### src/rtl/mse_pkg.sv
`default_nettype none
package mse_pkg;

  // Command codes
  localparam logic [5:0] CMD_ADD     = 6'd0;
  localparam logic [5:0] CMD_ADDU    = 6'd1;
  localparam logic [5:0] CMD_SUB     = 6'd2;
  localparam logic [5:0] CMD_AND     = 6'd3;
  localparam logic [5:0] CMD_OR      = 6'd4;
  localparam logic [5:0] CMD_XOR     = 6'd5;
  localparam logic [5:0] CMD_NOR     = 6'd6;
  localparam logic [5:0] CMD_NAND    = 6'd7;
  localparam logic [5:0] CMD_SLT     = 6'd8;
  localparam logic [5:0] CMD_SLL     = 6'd9;
  localparam logic [5:0] CMD_SRL     = 6'd10;
  localparam logic [5:0] CMD_SRA     = 6'd11;
  localparam logic [5:0] CMD_JR      = 6'd12;
  localparam logic [5:0] CMD_ADDI    = 6'd13;
  localparam logic [5:0] CMD_ADDIU   = 6'd14;
  localparam logic [5:0] CMD_LW      = 6'd15;
  localparam logic [5:0] CMD_LH      = 6'd16;
  localparam logic [5:0] CMD_LHU     = 6'd17;
  localparam logic [5:0] CMD_LB      = 6'd18;
  localparam logic [5:0] CMD_LBU     = 6'd19;
  localparam logic [5:0] CMD_SW      = 6'd20;
  localparam logic [5:0] CMD_SH      = 6'd21;
  localparam logic [5:0] CMD_SB      = 6'd22;
  localparam logic [5:0] CMD_LUI     = 6'd23;
  localparam logic [5:0] CMD_ANDI    = 6'd24;
  localparam logic [5:0] CMD_ORI     = 6'd25;
  localparam logic [5:0] CMD_NORI    = 6'd26;
  localparam logic [5:0] CMD_SLTI    = 6'd27;
  localparam logic [5:0] CMD_BEQ     = 6'd28;
  localparam logic [5:0] CMD_BNE     = 6'd29;
  localparam logic [5:0] CMD_BGTZ    = 6'd30;
  localparam logic [5:0] CMD_J       = 6'd31;
  localparam logic [5:0] CMD_HALT    = 6'd32;
  localparam logic [5:0] CMD_PRELOAD = 6'd33;
  localparam logic [5:0] CMD_JAL     = 6'd34;

  // Configuration register indexes
  localparam logic [0:0] CFG_START_PC      = 1'b0;
  localparam logic [0:0] CFG_STACK_POINTER = 1'b1;

  localparam logic [4:0]  REG_ZERO = 5'd0;
  localparam logic [4:0]  REG_SP   = 5'd29;
  localparam logic [4:0]  REG_RA   = 5'd31;
  localparam logic [31:0] PC_STEP  = 32'd4;

  typedef enum logic [1:0] {
    SZ_BYTE,
    SZ_HALF,
    SZ_WORD
  } size_e;

  typedef struct packed {
    logic [5:0]  command;
    logic [4:0]  src_reg;
    logic [4:0]  tgt_reg;
    logic [4:0]  dst_reg;
    logic [25:0] immediate;
    logic [7:0]  preload_index;
    logic [31:0] preload_value;
    logic        is_mem;
    size_e       size;
  } instr_t;

  typedef struct packed {
    logic   valid;
    instr_t instr;
  } queue_head_t;

  typedef struct packed {
    logic [31:0] next_pc;
    logic        reg_written;
    logic [4:0]  written_reg;
    logic [31:0] written_value;
    logic        zero_write_error;
    logic        number_overflow;
    logic        address_overflow;
    logic        misaligned;
    logic        halted;
  } result_t;

endpackage
`default_nettype wire

### src/rtl/mse_in_if.sv
`default_nettype none
interface mse_in_if;
  logic        valid;
  logic        ready;
  logic [5:0]  command;
  logic [4:0]  src_reg;
  logic [4:0]  tgt_reg;
  logic [4:0]  dst_reg;
  logic [25:0] immediate;
  logic [7:0]  preload_index;
  logic [31:0] preload_value;

  modport source (
    output valid, command, src_reg, tgt_reg, dst_reg, immediate, preload_index,
           preload_value,
    input  ready
  );
  modport sink (
    input  valid, command, src_reg, tgt_reg, dst_reg, immediate, preload_index,
           preload_value,
    output ready
  );
endinterface
`default_nettype wire

### src/rtl/mse_front.sv
`default_nettype none
module mse_front (
  input  logic                 clk_i,
  input  logic                 rst_ni,
  mse_in_if.sink               in_if,
  input  logic                 deq_i,
  output mse_pkg::queue_head_t head_o
);
  import mse_pkg::*;

  instr_t     dec;
  instr_t     ent_q [2];
  logic       wr_ptr_q, rd_ptr_q;
  logic [1:0] cnt_q;
  logic       push;

  // classify the command
  always_comb begin
    dec.command       = in_if.command;
    dec.src_reg       = in_if.src_reg;
    dec.tgt_reg       = in_if.tgt_reg;
    dec.dst_reg       = in_if.dst_reg;
    dec.immediate     = in_if.immediate;
    dec.preload_index = in_if.preload_index;
    dec.preload_value = in_if.preload_value;
    dec.is_mem        = (in_if.command >= CMD_LW) && (in_if.command <= CMD_SB);
    unique if (in_if.command == CMD_LW || in_if.command == CMD_SW) begin
      dec.size = SZ_WORD;
    end else if (in_if.command == CMD_LB || in_if.command == CMD_LBU ||
                 in_if.command == CMD_SB) begin
      dec.size = SZ_BYTE;
    end else begin
      dec.size = SZ_HALF;
    end
  end

  assign in_if.ready = (cnt_q != 2'd2);
  assign push        = in_if.valid && in_if.ready;

  always_ff @(posedge clk_i or negedge rst_ni) begin
    if (!rst_ni) begin
      wr_ptr_q <= 1'b0;
      rd_ptr_q <= 1'b0;
      cnt_q    <= 2'd0;
    end else begin
      if (push) wr_ptr_q <= ~wr_ptr_q;
      if (deq_i) rd_ptr_q <= ~rd_ptr_q;
      cnt_q <= cnt_q + {1'b0, push} - {1'b0, deq_i};
    end
  end

  always_ff @(posedge clk_i) begin
    if (push) ent_q[wr_ptr_q] <= dec;
  end

  assign head_o.valid = (cnt_q != 2'd0);
  assign head_o.instr = ent_q[rd_ptr_q];

endmodule
`default_nettype wire

### src/flat_wrapper.sv
// flat-port wrapper written by rule: the top's interface ports become plain ports
module mse_front_flat import mse_pkg::*;
  (clk_i, rst_ni, deq_i, head_o, in_if_valid, in_if_command, in_if_src_reg, in_if_tgt_reg, in_if_dst_reg, in_if_immediate, in_if_preload_index, in_if_preload_value, in_if_ready);
  mse_in_if in_if_i ();
  input  logic clk_i;
  input  logic rst_ni;
  input  logic deq_i;
  output mse_pkg::queue_head_t head_o;
  input wire logic [$bits(in_if_i.valid)-1:0] in_if_valid;
  input wire logic [$bits(in_if_i.command)-1:0] in_if_command;
  input wire logic [$bits(in_if_i.src_reg)-1:0] in_if_src_reg;
  input wire logic [$bits(in_if_i.tgt_reg)-1:0] in_if_tgt_reg;
  input wire logic [$bits(in_if_i.dst_reg)-1:0] in_if_dst_reg;
  input wire logic [$bits(in_if_i.immediate)-1:0] in_if_immediate;
  input wire logic [$bits(in_if_i.preload_index)-1:0] in_if_preload_index;
  input wire logic [$bits(in_if_i.preload_value)-1:0] in_if_preload_value;
  output wire logic [$bits(in_if_i.ready)-1:0] in_if_ready;
  assign in_if_i.valid = in_if_valid;
  assign in_if_i.command = in_if_command;
  assign in_if_i.src_reg = in_if_src_reg;
  assign in_if_i.tgt_reg = in_if_tgt_reg;
  assign in_if_i.dst_reg = in_if_dst_reg;
  assign in_if_i.immediate = in_if_immediate;
  assign in_if_i.preload_index = in_if_preload_index;
  assign in_if_i.preload_value = in_if_preload_value;
  assign in_if_ready = in_if_i.ready;
  mse_front u_core (.clk_i(clk_i), .rst_ni(rst_ni), .in_if(in_if_i), .deq_i(deq_i), .head_o(head_o));
endmodule
### config.mk
export PLATFORM = sky130hd
export DESIGN_NAME = mse_front_flat
export DESIGN_NICKNAME = d
export VERILOG_FILES = /design/src/rtl/mse_pkg.sv /design/src/rtl/mse_in_if.sv /design/src/rtl/mse_front.sv /design/src/flat_wrapper.sv
export SDC_FILE = /design/constraint.sdc
export NUM_CORES = 1
export LEC_CHECK = 0
export BUFFER_PORTS_ARGS = -buffer_cell sky130_fd_sc_hd__buf_4
export CORE_ASPECT_RATIO = 1.1
export CORE_MARGIN = 2
export CORE_UTILIZATION = 53
export DETAILED_ROUTE_END_ITERATION = 8
export PLACE_DENSITY_LB_ADDON = 0.12
export SLEW_MARGIN = 20
export SYNTH_ARGS = -nofsm -noshare
export SYNTH_HDL_FRONTEND = slang
export SYNTH_SLANG_ARGS = --single-unit
### constraint.sdc
create_clock -name clk_i -period 6.1 [get_ports clk_i]
set_clock_uncertainty 0.05 [all_clocks]
set_input_delay 0.61 -clock clk_i [delete_from_list [all_inputs] [get_ports clk_i]]
set_output_delay 0.61 -clock clk_i [all_outputs]
set_load 0.02 [all_outputs]
==> out/results.txt <==
PortBufs: 182
Synth unique cells: 24
Cell row count: 44
Leak: 3.73 nW
Cell mode on critical path: buf_4
Initial Util: 0.545
P per Cell Area: 503 mW/mm2
Hold depth: 1
Largest net degree at the start of global routing: 62
CTS HTree Levels: 4
Clk root buf: clkbuf_16
Crit path time final: 2890 ps
GRT Total Usage: 0.169
Worst VDD drop: 0.530 mV
Share of cells above drive strength 1: 0.604
Slew Viols, Final: 0
Die ar.: 0.0146 mm2
Placed insts: 670
DRC viols: 0
Worst Path Required: 5440 ps
R2R Setup Slk: 3850 ps
Outcome: complete, no violations
Hold_sp: in_if_immediate[25]
Fin crit share: 0.473
DP HPWL: 8210 um
Post-Syn Nets: 403
Critical-path cell with the highest stage delay: dfrtp_4
CP startpoint: u_core.rd_ptr_q
GRT Residual Overflow: 0
Max incr delay on CP: 730 ps
Worst endpoint data arrival time: 2230 ps
Post CTS Setup Buffer Count: 0
Drt wl/cell: 17.3 um
CTS Buffer Depth: 2
Most frequent cells in the layout: buf_4 (186), edfxtp_1 (180), mux2_4 (89)
Post-CTS Resized: 0
Hold crit path type: in2reg
Avg Cell Area, Syn: 23.3 um2
Design Area, Final: 0.00935 mm2
Nets@finish: 600
Critical Path Source Type: flip-flop
Family with the most delay on the worst path: flip-flops
Vias in the first global route: 3,486
IO Count: 183
Syn. warnings: 0
Area grow syn2layout: 29.3%
Initial antenna violation count: 1
CP Capture Type: output port
CTS tree: yes
F_max: 0.346 GHz
First-pass GRT wire length: 18,100 um
Crit path buf inv count: 2
Slew at the pin closest to its max-slew limit: 630 ps
Setup tns final: 0 ps
TritonRoute pass-1 iters: 4
Synthesized flop and latch total: 184
Worst slack at placement: 3060 ps
Via Count: 3,454
Max_slew headroom: 0.580
Cell Chain, Critical Path: buf_4, mux2_4, buf_4
Reg-to-reg startpoint: u_core.cnt_q[1]
Cell Count, Final, Fillers Out: 705
Register-to-Register Path Depth: 3
CTS buffer count: 17
Post-synthesis cell count: 310
Die W: 115 um
Core Area: 0.0133 mm2
Unrepaired setup endpoints after global routing: false
DR vias/cell: 4.90
Setup Viol. Count Final: 0
Fillers: 852
Stages on the worst setup path: 3
Max-cap viol count: 0
Post-DP Area: 0.00868 mm2
CP Class: reg2out
Setup WS post-layout: 3210 ps
Post-Route WL: 12,200 um
Clock slew at reported path FFs: 70 ps
Detail Route Antenna Nets: 0
Commonest non-fill, non-tap cell in the layout: buf_4
Gpl congestion: 0.751
Seq/Total Area, Yosys: 0.761
Clk Latency, worst-skew pair: 410 ps
Fin. Hold Viols: 0
Die Span Y: 127 um
Initial drt markers: 185
Worst-path fanout max: 31
Sink Count: 184
Syn Std Cell Area: 0.00723 mm2
[timing repair]
action | 4_1_cts | 5_1_grt
hold buffers | 1 | 0
hold endpoints to repair | 4 | 0
endpoints found under the setup margin | 0 | 0
[final timing paths]
path,endpoint
max,head_o[15]
min,u_core.ent_q[1][68]
max reg2reg,u_core.ent_q[1][32]
min reg2reg,u_core.cnt_q[1]
max in group asynchronous,u_core.rd_ptr_q
min in group asynchronous,u_core.cnt_q[0]
[layer usage]
| metal | routed length, um | part of all wire | GRT usage | vias up |
|---|---|---|---|---|
| met5 | 0 | 0 | 0 | - |
| met4 | 276 | 0.023 | 0.0787 | 0 |
| li1 | - | - | - | 1615 |
| met1 | 4760 | 0.39 | 0.203 | 1690 |
| met2 | 6310 | 0.52 | 0.272 | 131 |
| met3 | 840 | 0.069 | 0.0597 | 18 |
[cells by family (layout without fill, tap and decap cells)]
kind of cell               Yosys count  in the layout  synth area share
DFF                                184            184             0.761
muxes                               90             90             0.186
buffers and inverters               13            223            0.0280
and+or+nand+nor                     12             12            0.0112
AOI/OAI and AO/OA                    5              5           0.00484
xor gates and xnor gates             4              4           0.00485
adders and majority gates            2              2           0.00346
other                                0              1                 0
[report_power, final]
part	switching [W]	internal (W)	leakage, nW
Combinational	0.000860	0.000864	1.73
Sequential	0.000117	0.00173	1.72
Clock	0.000446	0.000687	0.290
Total	0.00142	0.00328	3.73
[state kept, by name (all words and copies together), names as in the netlist]
signal,cells
u_core.rd_ptr_q,1
u_core.ent_q,180
u_core.wr_ptr_q,1
u_core.cnt_q,2
[layout make-up]
cell class / instances / area [um2] / share of cell area
clock buffer: 17 / 425 / 0.0455
multi-input combinational: 113 / 1540 / 0.164
antenna: 1 / 2.50 / 0.000268
timing repair buffer: 188 / 1430 / 0.153
tap: 184 / 230 / 0.0246
sequential: 184 / 5510 / 0.589
inverter: 3 / 11.3 / 0.00120
clock inverter: 15 / 201 / 0.0215
[cell usage after synthesis]
| master | count | area, um2 |
|---|---|---|
| a31oi_1 | 1 | 6.26 |
| xor2_1 | 1 | 8.76 |
| or2b_1 | 1 | 7.51 |
| nor3b_1 | 1 | 7.51 |
| nor2_1 | 1 | 3.75 |
| nand4_1 | 1 | 6.26 |
| mux2_2 | 1 | 11.3 |
| a21oi_1 | 1 | 5.00 |
| mux2_4 | 89 | 1340 |
| a21o_1 | 2 | 15.0 |
| xnor2_1 | 3 | 26.3 |
| buf_12 | 9 | 180 |
| edfxtp_1 | 180 | 5410 |
| and3_1 | 1 | 6.26 |
| buf_6 | 1 | 11.3 |
| nor2b_1 | 1 | 6.26 |
| or2_2 | 1 | 6.26 |
| dfrtp_1 | 4 | 100 |
| nor4b_2 | 1 | 15.0 |
| nand2b_1 | 3 | 18.8 |
| ha_1 | 2 | 25.0 |
| a31o_2 | 1 | 8.76 |
| nand2_1 | 1 | 3.75 |
| inv_1 | 3 | 11.3 |
[per-stage QoR]
step / util / hold slack [ps] / total power, W
4_1_cts: 0.702 / 298 / 0.00476
6_report: 0.705 / 323 / 0.00471
3_5_place_dp: 0.654 / 364 / 0.00362
2_1_floorplan: - / 264 / 0.00313
3_3_place_gp: 0.654 / 358 / 0.00359
5_1_grt: 0.705 / 297 / 0.00490
Power figures use the tool's default switching activity.
